<file path="config.mk">
export PLATFORM = sky130hd
export DESIGN_NAME = xoshiro256ss_generator_flat
export DESIGN_NICKNAME = d
export VERILOG_FILES = /design/src/hdl/xs_pkg.sv /design/src/hdl/xs_req_if.sv /design/src/hdl/xs_rsp_if.sv /design/src/hdl/xoshiro256ss_generator.sv /design/src/hdl/xs_front.sv /design/src/hdl/xs_back.sv /design/src/flat_wrapper.sv
export SDC_FILE = /design/constraint.sdc
export NUM_CORES = 2
export LEC_CHECK = 0
export ABC_AREA = 1
export BUFFER_PORTS_ARGS = -buffer_cell sky130_fd_sc_hd__buf_2
export CORE_ASPECT_RATIO = 2
export CORE_MARGIN = 2
export CORE_UTILIZATION = 55
export CTS_BUF_LIST = sky130_fd_sc_hd__clkbuf_8
export CTS_CLUSTER_DIAMETER = 50
export DETAILED_ROUTE_END_ITERATION = 8
export PLACE_DENSITY = 0.73
export RECOVER_POWER = 50
export SLEW_MARGIN = 25
export SYNTH_ARGS = -nofsm -noshare
export SYNTH_HDL_FRONTEND = slang
export SYNTH_SLANG_ARGS = --single-unit
</file>
<file path="constraint.sdc">
create_clock -name clk -period 16.06 [get_ports clk]
set_input_delay 0 -clock clk [delete_from_list [all_inputs] [get_ports clk]]
set_output_delay 0 -clock clk [all_outputs]
set_load 0.005 [all_outputs]
</file>
<file path="src/hdl/xs_pkg.sv">
`default_nettype none
package xs_pkg;

    localparam int WORD_W      = 64;
    localparam int HALF_W      = WORD_W / 2;
    localparam int WORD_COUNT  = 4;
    localparam int IDX_W       = $clog2(WORD_COUNT);
    localparam int QUEUE_DEPTH = 2;
    localparam int QPTR_W      = $clog2(QUEUE_DEPTH);
    localparam int QCNT_W      = $clog2(QUEUE_DEPTH + 1);

    // request opcodes
    localparam logic OP_SEED = 1'b0;
    localparam logic OP_DRAW = 1'b1;

    // splitmix64 constants
    localparam logic [WORD_W-1:0] GOLDEN_INC = 64'h9e3779b97f4a7c15;
    localparam logic [WORD_W-1:0] MIX_MUL_A  = 64'hbf58476d1ce4e5b9;
    localparam logic [WORD_W-1:0] MIX_MUL_B  = 64'h94d049bb133111eb;

    // queued command, already decoded by the front end
    typedef struct packed {
        logic              is_draw;
        logic [WORD_W-1:0] seed;
    } cmd_t;

endpackage
`default_nettype wire

</file>
<file path="src/hdl/xs_req_if.sv">
`default_nettype none
interface xs_req_if;
    logic                      valid;
    logic                      ready;
    logic                      op;
    logic [xs_pkg::WORD_W-1:0] seed_value;

    modport source (output valid, output op, output seed_value, input ready);
    modport sink   (input valid, input op, input seed_value, output ready);
endinterface
`default_nettype wire

</file>
<file path="src/hdl/xs_rsp_if.sv">
`default_nettype none
interface xs_rsp_if;
    logic                      valid;
    logic                      ready;
    logic [xs_pkg::WORD_W-1:0] random_value;

    modport source (output valid, output random_value, input ready);
    modport sink   (input valid, input random_value, output ready);
endinterface
`default_nettype wire

</file>
<file path="src/hdl/xoshiro256ss_generator.sv">
`default_nettype none
// xoshiro256** generator with splitmix64 seeding. A draw request (op 1)
// returns one 64-bit value and steps the 256-bit state; a seed request
// (op 0) expands seed_value into the four state words and returns nothing.
// Requests pass through a two-entry queue, so up to two requests are taken
// while a result waits on the response side. Draws execute one per cycle
// while the response side keeps up; a draw's result passes through the mid
// and out registers. A seed request holds the execution side: each of the
// four splitmix64 steps is one add, then two 64-bit multiplies of three
// 32x32 partial products each on the single shared multiplier. After reset
// the same expansion of seed zero runs first; requests are accepted
// meanwhile and execute in order once it completes.
module xoshiro256ss_generator (
    input  wire logic clk,
    input  wire logic rst_n,
    xs_req_if.sink    req,
    xs_rsp_if.source  rsp
);

    xs_pkg::cmd_t q_cmd;
    logic         q_valid;
    logic         q_pop;

    // intake and decode
    xs_front u_front (
        .clk     (clk),
        .rst_n   (rst_n),
        .req     (req),
        .q_cmd   (q_cmd),
        .q_valid (q_valid),
        .q_pop   (q_pop)
    );

    // seeding sequencer, state update and output pipe
    xs_back u_back (
        .clk     (clk),
        .rst_n   (rst_n),
        .q_cmd   (q_cmd),
        .q_valid (q_valid),
        .q_pop   (q_pop),
        .rsp     (rsp)
    );

`ifndef NO_ASSERTIONS
    // back end only pops a non-empty queue
    a_pop_nonempty: assert property (@(posedge clk) disable iff (!rst_n)
        q_pop |-> q_valid)
        else $error("queue popped while empty");

    // a full queue (not ready) always presents a request to the back end
    a_full_has_head: assert property (@(posedge clk) disable iff (!rst_n)
        !req.ready |-> q_valid)
        else $error("queue stalls intake but reports empty");

    // an unpopped head stays in place
    a_head_holds: assert property (@(posedge clk) disable iff (!rst_n)
        q_valid && !q_pop |=> q_valid && $stable(q_cmd))
        else $error("queue head changed without a pop");
`endif

endmodule
`default_nettype wire

</file>
<file path="src/hdl/xs_front.sv">
`default_nettype none
// Request intake: decodes the opcode and holds requests in a small FIFO.
module xs_front (
    input  wire logic  clk,
    input  wire logic  rst_n,
    xs_req_if.sink     req,
    output xs_pkg::cmd_t q_cmd,
    output logic       q_valid,
    input  wire logic  q_pop
);

    xs_pkg::cmd_t                  entries_reg [xs_pkg::QUEUE_DEPTH];
    logic [xs_pkg::QPTR_W-1:0]     wr_ptr_reg, wr_ptr_next;
    logic [xs_pkg::QPTR_W-1:0]     rd_ptr_reg, rd_ptr_next;
    logic [xs_pkg::QCNT_W-1:0]     count_reg, count_next;
    logic                          push;
    xs_pkg::cmd_t                  cmd_in;

    assign req.ready = (count_reg != xs_pkg::QCNT_W'(xs_pkg::QUEUE_DEPTH));
    assign push      = req.valid && req.ready;
    assign q_valid   = (count_reg != '0);
    assign q_cmd     = entries_reg[rd_ptr_reg];

    always_comb
    begin
        cmd_in.is_draw = (req.op == xs_pkg::OP_DRAW);
        cmd_in.seed    = req.seed_value;
    end

    always_comb
    begin
        wr_ptr_next = wr_ptr_reg;
        rd_ptr_next = rd_ptr_reg;
        count_next  = count_reg;
        if (push)
        begin
            wr_ptr_next = (wr_ptr_reg == xs_pkg::QPTR_W'(xs_pkg::QUEUE_DEPTH - 1))
                        ? '0 : wr_ptr_reg + 1'b1;
        end
        if (q_pop)
        begin
            rd_ptr_next = (rd_ptr_reg == xs_pkg::QPTR_W'(xs_pkg::QUEUE_DEPTH - 1))
                        ? '0 : rd_ptr_reg + 1'b1;
        end
        if (push && !q_pop)
        begin
            count_next = count_reg + 1'b1;
        end
        else if (q_pop && !push)
        begin
            count_next = count_reg - 1'b1;
        end
    end

    always_ff @(posedge clk or negedge rst_n)
    begin
        if (!rst_n)
        begin
            wr_ptr_reg <= '0;
            rd_ptr_reg <= '0;
            count_reg  <= '0;
        end
        else
        begin
            wr_ptr_reg <= wr_ptr_next;
            rd_ptr_reg <= rd_ptr_next;
            count_reg  <= count_next;
        end
    end

    always_ff @(posedge clk)
    begin
        if (push)
        begin
            entries_reg[wr_ptr_reg] <= cmd_in;
        end
    end

endmodule
`default_nettype wire

</file>
<file path="src/hdl/xs_back.sv">
`default_nettype none
// Execution: state words, splitmix64 sequencer on one shared 32x32
// multiplier, and a two-register output pipe for draws.
module xs_back (
    input  wire logic         clk,
    input  wire logic         rst_n,
    input  wire xs_pkg::cmd_t q_cmd,
    input  wire logic         q_valid,
    output logic              q_pop,
    xs_rsp_if.source          rsp
);

    localparam int W = xs_pkg::WORD_W;
    localparam int H = xs_pkg::HALF_W;

    localparam logic [2:0] PH_IDLE = 3'd0;
    localparam logic [2:0] PH_ADD  = 3'd1;
    localparam logic [2:0] PH_M0   = 3'd2;
    localparam logic [2:0] PH_M1   = 3'd3;
    localparam logic [2:0] PH_M2   = 3'd4;

    logic [2:0]                  phase_reg, phase_next;
    logic [xs_pkg::IDX_W-1:0]    idx_reg, idx_next;
    logic                        sel_b_reg, sel_b_next;
    logic [W-1:0]                ctr_reg, ctr_next;
    logic [W-1:0]                mul_a_reg, mul_a_next;
    logic [W-1:0]                acc_reg, acc_next;
    logic [W-1:0]                words_reg [xs_pkg::WORD_COUNT];

    logic                        mid_valid_reg, mid_valid_next;
    logic [W-1:0]                mid_reg, mid_next;
    logic                        out_valid_reg, out_valid_next;
    logic [W-1:0]                out_reg, out_next;

    logic                        out_free, mid_advance, mid_free;
    logic                        draw_go, seed_go;
    logic [W-1:0]                mul_b, ctr_inc, fin, times5;
    logic [H-1:0]                mul_x, mul_y;
    logic [W-1:0]                mul_p;
    logic [W-1:0]                n0, n1, n2, n3;
    logic                        word_we;
    logic [W-1:0]                word_wd;

    // output pipe handshake
    assign out_free    = !out_valid_reg || rsp.ready;
    assign mid_advance = mid_valid_reg && out_free;
    assign mid_free    = !mid_valid_reg || mid_advance;

    assign draw_go = (phase_reg == PH_IDLE) && q_valid && q_cmd.is_draw && mid_free;
    assign seed_go = (phase_reg == PH_IDLE) && q_valid && !q_cmd.is_draw;
    assign q_pop   = draw_go || seed_go;

    assign rsp.valid        = out_valid_reg;
    assign rsp.random_value = out_reg;

    // shared multiplier, low 64 bits built from three partial products
    assign mul_b = sel_b_reg ? xs_pkg::MIX_MUL_B : xs_pkg::MIX_MUL_A;
    always_comb
    begin
        mul_x = mul_a_reg[H-1:0];
        mul_y = mul_b[H-1:0];
        unique case (phase_reg)
            PH_M1:
            begin
                mul_x = mul_a_reg[W-1:H];
            end
            PH_M2:
            begin
                mul_y = mul_b[W-1:H];
            end
            default:
            begin
            end
        endcase
    end
    assign mul_p   = W'(mul_x) * W'(mul_y);
    assign fin     = acc_reg + {mul_p[H-1:0], {H{1'b0}}};
    assign ctr_inc = ctr_reg + xs_pkg::GOLDEN_INC;

    // draw: state update and first half of the scrambler
    assign n2     = words_reg[2] ^ words_reg[0];
    assign n3     = words_reg[3] ^ words_reg[1];
    assign n1     = words_reg[1] ^ n2;
    assign n0     = words_reg[0] ^ n3;
    assign times5 = words_reg[1] + {words_reg[1][W-3:0], 2'b00};

    always_comb
    begin
        phase_next = phase_reg;
        idx_next   = idx_reg;
        sel_b_next = sel_b_reg;
        ctr_next   = ctr_reg;
        mul_a_next = mul_a_reg;
        acc_next   = acc_reg;
        word_we    = 1'b0;
        word_wd    = fin ^ (fin >> 31);
        unique case (phase_reg)
            PH_IDLE:
            begin
                if (seed_go)
                begin
                    ctr_next   = q_cmd.seed;
                    idx_next   = '0;
                    sel_b_next = 1'b0;
                    phase_next = PH_ADD;
                end
            end
            PH_ADD:
            begin
                ctr_next   = ctr_inc;
                mul_a_next = ctr_inc ^ (ctr_inc >> 30);
                phase_next = PH_M0;
            end
            PH_M0:
            begin
                acc_next   = mul_p;
                phase_next = PH_M1;
            end
            PH_M1:
            begin
                acc_next   = acc_reg + {mul_p[H-1:0], {H{1'b0}}};
                phase_next = PH_M2;
            end
            PH_M2:
            begin
                if (!sel_b_reg)
                begin
                    mul_a_next = fin ^ (fin >> 27);
                    sel_b_next = 1'b1;
                    phase_next = PH_M0;
                end
                else
                begin
                    word_we    = 1'b1;
                    sel_b_next = 1'b0;
                    if (idx_reg == xs_pkg::IDX_W'(xs_pkg::WORD_COUNT - 1))
                    begin
                        phase_next = PH_IDLE;
                    end
                    else
                    begin
                        idx_next   = idx_reg + 1'b1;
                        phase_next = PH_ADD;
                    end
                end
            end
            default:
            begin
                phase_next = PH_IDLE;
            end
        endcase
    end

    always_comb
    begin
        mid_valid_next = mid_valid_reg;
        mid_next       = mid_reg;
        out_valid_next = out_valid_reg;
        out_next       = out_reg;
        if (draw_go)
        begin
            mid_valid_next = 1'b1;
            mid_next       = {times5[W-8:0], times5[W-1:W-7]};
        end
        else if (mid_advance)
        begin
            mid_valid_next = 1'b0;
        end
        if (mid_advance)
        begin
            out_valid_next = 1'b1;
            out_next       = mid_reg + {mid_reg[W-4:0], 3'b000};
        end
        else if (rsp.ready)
        begin
            out_valid_next = 1'b0;
        end
    end

    // reset starts the expansion of seed zero
    always_ff @(posedge clk or negedge rst_n)
    begin
        if (!rst_n)
        begin
            phase_reg     <= PH_ADD;
            idx_reg       <= '0;
            sel_b_reg     <= 1'b0;
            ctr_reg       <= '0;
            mid_valid_reg <= 1'b0;
            out_valid_reg <= 1'b0;
        end
        else
        begin
            phase_reg     <= phase_next;
            idx_reg       <= idx_next;
            sel_b_reg     <= sel_b_next;
            ctr_reg       <= ctr_next;
            mid_valid_reg <= mid_valid_next;
            out_valid_reg <= out_valid_next;
        end
    end

    always_ff @(posedge clk)
    begin
        mul_a_reg <= mul_a_next;
        acc_reg   <= acc_next;
        mid_reg   <= mid_next;
        out_reg   <= out_next;
        if (draw_go)
        begin
            words_reg[0] <= n0;
            words_reg[1] <= n1;
            words_reg[2] <= n2 ^ {words_reg[1][W-18:0], 17'd0};
            words_reg[3] <= {n3[W-46:0], n3[W-1:W-45]};
        end
        else if (word_we)
        begin
            words_reg[idx_reg] <= word_wd;
        end
    end

endmodule
`default_nettype wire
</file>
<file path="src/flat_wrapper.sv">
// flat-port wrapper written by rule: the top's interface ports become plain ports
module xoshiro256ss_generator_flat 
  (clk, rst_n, req_valid, req_op, req_seed_value, req_ready, rsp_valid, rsp_random_value, rsp_ready);
  xs_req_if req_i ();
  xs_rsp_if rsp_i ();
  input  wire logic clk;
  input  wire logic rst_n;
  input wire logic [$bits(req_i.valid)-1:0] req_valid;
  input wire logic [$bits(req_i.op)-1:0] req_op;
  input wire logic [$bits(req_i.seed_value)-1:0] req_seed_value;
  output wire logic [$bits(req_i.ready)-1:0] req_ready;
  output wire logic [$bits(rsp_i.valid)-1:0] rsp_valid;
  output wire logic [$bits(rsp_i.random_value)-1:0] rsp_random_value;
  input wire logic [$bits(rsp_i.ready)-1:0] rsp_ready;
  assign req_i.valid = req_valid;
  assign req_i.op = req_op;
  assign req_i.seed_value = req_seed_value;
  assign req_ready = req_i.ready;
  assign rsp_valid = rsp_i.valid;
  assign rsp_random_value = rsp_i.random_value;
  assign rsp_i.ready = rsp_ready;
  xoshiro256ss_generator u_core (.clk(clk), .rst_n(rst_n), .req(req_i), .rsp(rsp_i));
endmodule
</file>
==> impl_metrics.py, run 1 <==
metrics = {
    "synthesis": {
        "synth_area_leader_cell": "edfxtp_1",
        "ys.flop_type": "edfxtp_1",
        "syn_nets": 9787,
        "synth_area_um2": 74000,
        "synth_cell_types": 68,
        "netlist_top_cells_count": "inv_1, nand2_1, nor2_1",
        "synth-edff-count": 642,
        "synth_top_area_frac": 0.260,
        "synthArstFlopShare": 0.106,
        "synth_seq_area_share": 0.286,
        "syn_inst": 8408,
        "synth.area.top_cells": "edfxtp_1, fa_1, ha_1",
        "synth.most_common_cell": "inv_1",
        "synth.avg_cell_area_um2": 8.81,
        "yosys_warnings": 0,
        "synth_seq_cells": 718,
    },
    "place": {
        "place.port_buffers": 134,
        "place_congestion": 1.20,
        "place_hpwl_mm": 318,
    },
    "global_route": {
        "grt_max_degree": 83,
        "grt_pass1_vias": 83300,
        "grt-ovfl-total": 1269,
        "grt_usage": 0.746,
        "grt_first_pass_wirelength_mm": 738,
    },
    "clock_network": {
        "htree_levels": 3,
        "cts_buffers": 106,
        "clockBufferDepth": 3,
        "cts_root_buf": "clkbuf_8",
        "clock_sinks": 718,
        "cts_resized": 0,
        "cts_setup_buffers": 0,
        "ctsHoldBuffers": 129,
    },
    "floorplanning": {
        "io_pins": 135,
        "die_x_um": 263,
        "rows": 190,
        "start_util": 0.553,
        "dieHeight_um": 523,
    },
    "run_status": {
        "stop_error": "[ERROR GRT-0116] Global routing finished with congestion. Check the congestion regions in the DRC Viewer.",
        "flow.stopped_at": "5_1_grt",
        "status": "did not finish",
    },
}
-- metal layers --
metal / overflow / global-route usage
met1: 1 / 0.688
met2: 812 / 0.964
met3: 15 / 0.573
met4: 441 / 0.829
met5: 0 / 0.153
-- cells by family after synthesis --
family | after synthesis | share of synthesized area
DFF | 718 | 0.286
adders and majority gates | 1310 | 0.305
other | 1 | 0.0000506
xor gates and xnor gates | 534 | 0.0640
AOI/OAI and AO/OA | 1127 | 0.0867
and+or+nand+nor | 2859 | 0.158
buffers and inverters | 1807 | 0.0931
muxes | 52 | 0.00703
-- per-stage QoR --
stage               std cells  worst slack, ns  instance area, um^2  hold slack, ns   util
CTS                     10500             2.92                80700         0.00160  0.603
detailed placement      10200             3.02                77000        -0.00921  0.575
global placement        10200             3.21                77000        -0.00946  0.575
floorplan                8408             6.36                74000          -0.296      -
==> run 2: changes to the inputs <==
--- a/config.mk
+++ b/config.mk
@@ -7,13 +7,10 @@
 export LEC_CHECK = 0
 export ABC_AREA = 1
 export BUFFER_PORTS_ARGS = -buffer_cell sky130_fd_sc_hd__buf_2
-export CORE_ASPECT_RATIO = 2
 export CORE_MARGIN = 2
-export CORE_UTILIZATION = 55
-export CTS_BUF_LIST = sky130_fd_sc_hd__clkbuf_8
-export CTS_CLUSTER_DIAMETER = 50
+export CORE_UTILIZATION = 40
 export DETAILED_ROUTE_END_ITERATION = 8
-export PLACE_DENSITY = 0.73
+export PLACE_DENSITY_LB_ADDON = 0.15
 export RECOVER_POWER = 50
 export SLEW_MARGIN = 25
 export SYNTH_ARGS = -nofsm -noshare
==> impl_metrics.py, run 2 <==
metrics = {
    "sta": {
        "hold_viol_final": 0,
        "worst_slew_pin_slew_ns": 4.63,
        "finalCritPeriodShare": 0.856,
        "finClkSkew_ns": 0.0772,
        "fin_hold_ws_ns": 0.0623,
        "finalSetupTns_ns": 0,
        "finalSetupViolCount": 0,
        "drv_slew": 484,
        "relSlewSlack": -2.09,
        "fin_crit_ns": 13.74,
        "fmax_mhz": 72.8,
        "rsz0062_at_grt": "no",
    },
    "global_route": {
        "grt_usage": 0.317,
        "antenna_found_initial": 17,
        "grt-ovfl-total": 0,
        "grt_max_degree": 81,
        "grt_pass1_vias": 60900,
        "grt_first_pass_wirelength_mm": 428,
    },
    "final_layout": {
        "layout_common_cells": "inv_1, nand2_1, nor2_1",
        "area_growth_pct": 10.2,
        "final_common_cell": "inv_1",
        "layout-drive-gt1-share": 0.0481,
        "stdcell_count": 11200,
        "largest_reg_flops": 256,
        "nNetsFinal": 10000,
        "fin_area_um2": 81600,
    },
    "synthesis": {
        "synth_cell_types": 68,
        "synthArstFlopShare": 0.106,
        "netlist_top_cells_count": "inv_1, nand2_1, nor2_1",
        "synthMuxAreaShare": 0.00703,
        "synth-simple-area-share": 0.158,
        "yosys_warnings": 0,
        "synth_xor_area_frac": 0.0640,
        "synth_seq_cells": 718,
        "synth-edff-count": 642,
        "synth_seq_area_share": 0.286,
        "synth_area_um2": 74000,
        "synth_compound_area_frac": 0.0867,
        "syn_nets": 9787,
        "synth.avg_cell_area_um2": 8.81,
        "ys.flop_type": "edfxtp_1",
        "synth_area_leader_cell": "edfxtp_1",
        "synth_top_family_by_area": "adder cells",
        "synth_adder_area_share": 0.305,
        "synth_top_area_frac": 0.260,
        "syn_inst": 8408,
        "synth.most_common_cell": "inv_1",
        "synth.area.top_cells": "edfxtp_1, fa_1, ha_1",
    },
    "worst_setup_path": {
        "reg2reg_to": "u_core.u_back.words_reg[3][30]",
        "crit_path_frequent_cell": "fa_1",
        "cp_slowest_cell": "clkbuf_1",
        "cp.required_ns": 16.58,
        "critPathKind": "register to register",
        "start_kind": "register",
        "crit_arrival_ns": 14.26,
        "critical_path.startpoint": "u_core.u_back.phase_reg[0]",
        "reg2reg_setup_slack_ns": 2.32,
        "cp_max_fo": 32,
        "cpPeakStageDelay_ns": 1.71,
        "r2r_start": "u_core.u_back.phase_reg[0]",
        "crit_path_end_kind": "register",
        "rr_worst_depth": 41,
    },
    "floorplanning": {
        "start_util": 0.404,
        "dieHeight_um": 434,
        "die_area_um2": 189000,
        "rows": 157,
        "die_x_um": 434,
        "io_pins": 135,
        "core_area_um2": 183000,
    },
    "routing": {
        "vias": 60000,
        "viasPerCell": 5.36,
        "drc": 0,
        "drtIter0Drc": 5882,
        "met2WireLength_mm": 140,
        "wirelength_mm": 298,
        "ant_nets": 0,
        "drt-pass1-iter-count": 6,
        "avgRoutedWirePerCell_um": 26.6,
        "wl_met1_mm": 122,
        "wl_met3_mm": 19.6,
        "top_layer": "met5",
    },
    "hold_path": {
        "hold_class": "primary input to register",
        "hp-start": "req_seed_value[57]",
        "holdPathEnd": "u_core.u_front.entries_reg[1][57]",
        "whs_path_depth": 2,
    },
    "clock_network": {
        "cts_resized": 0,
        "clk_pin_slew_ns": 0.07,
        "cts_tree": "done",
        "cts_setup_buffers": 0,
        "clockBufferDepth": 3,
        "cts_root_buf": "clkbuf_16",
        "cts_buffers": 88,
        "clock_sinks": 718,
        "ctsHoldBuffers": 119,
        "htree_levels": 3,
        "insertion_delay_ns": 0.78,
    },
    "run_status": {
        "failed_checks": "capacitance limit, slew limit",
        "status": "finished, violations left",
    },
    "place": {
        "place_hpwl_mm": 248,
        "place.port_buffers": 134,
        "dpl.cell_count": 10900,
        "place_congestion": 1.02,
        "postPlaceCellArea_um2": 77700,
    },
    "job": {
        "cap_violations": 11,
    },
}
run 2: cell counts after synthesis:
Identical to the previous run, type by type.
run 2: cells by family after synthesis:
logic type	Yosys count
other	1
adders and majority gates	1310
and+or+nand+nor	2859
xor gates and xnor gates	534
buffers and inverters	1807
AOI/OAI and AO/OA	1127
DFF	718
muxes	52
run 2: final cells by class:
type                    count  area (um^2)
fillers                 18400       102000
clock inverters            53          534
repair buffers            331         2330
flip-flops and latches    718        21200
clock buffers             111         2350
inverters                1619         6080
well taps                2464         3080
diodes                      6         15.0
multi-input cells        5883        46000
run 2: stage by stage:
stage,setup WS [ns],utilization
5_1_grt,2.03,0.445
4_1_cts,3.40,0.446
2_1_floorplan,6.36,-
6_report,2.32,0.445
3_3_place_gp,2.94,0.423
3_5_place_dp,3.40,0.424
run 2: routing by layer:
layer  vias to the layer above  global-route usage
li1                      27200                   -
met1                     29900               0.413
met2                      2331               0.522
met3                       498              0.0432
met4                         6               0.148
met5                         -                   0
run 2: worst max-delay path: cells and delay by family (launching register included):
family | cells | cell delay [ns]
xor gates and xnor gates | 1 | 0.53
and+or+nand+nor | 13 | 2.56
AOI/OAI and AO/OA | 5 | 1.54
DFF | 1 | 0.59
adders and majority gates | 10 | 4.63
buffers and inverters | 12 | 3.59
run 2: how the worst max path moves through the flow:
stage	end	depth (start not counted)
floorplan	u_core.u_back.words_reg[0][31]	38
global placement	u_core.u_back.words_reg[3][30]	37
detailed placement	u_core.u_back.words_reg[3][30]	38
CTS	u_core.u_back.words_reg[3][30]	38
global route	u_core.u_back.words_reg[3][30]	41
finish	u_core.u_back.words_reg[3][30]	41
Power of run 2 is left out: the tool's default activity adds up to more than one toggle a clock period on the data nets, which glitch-free logic cannot reach.
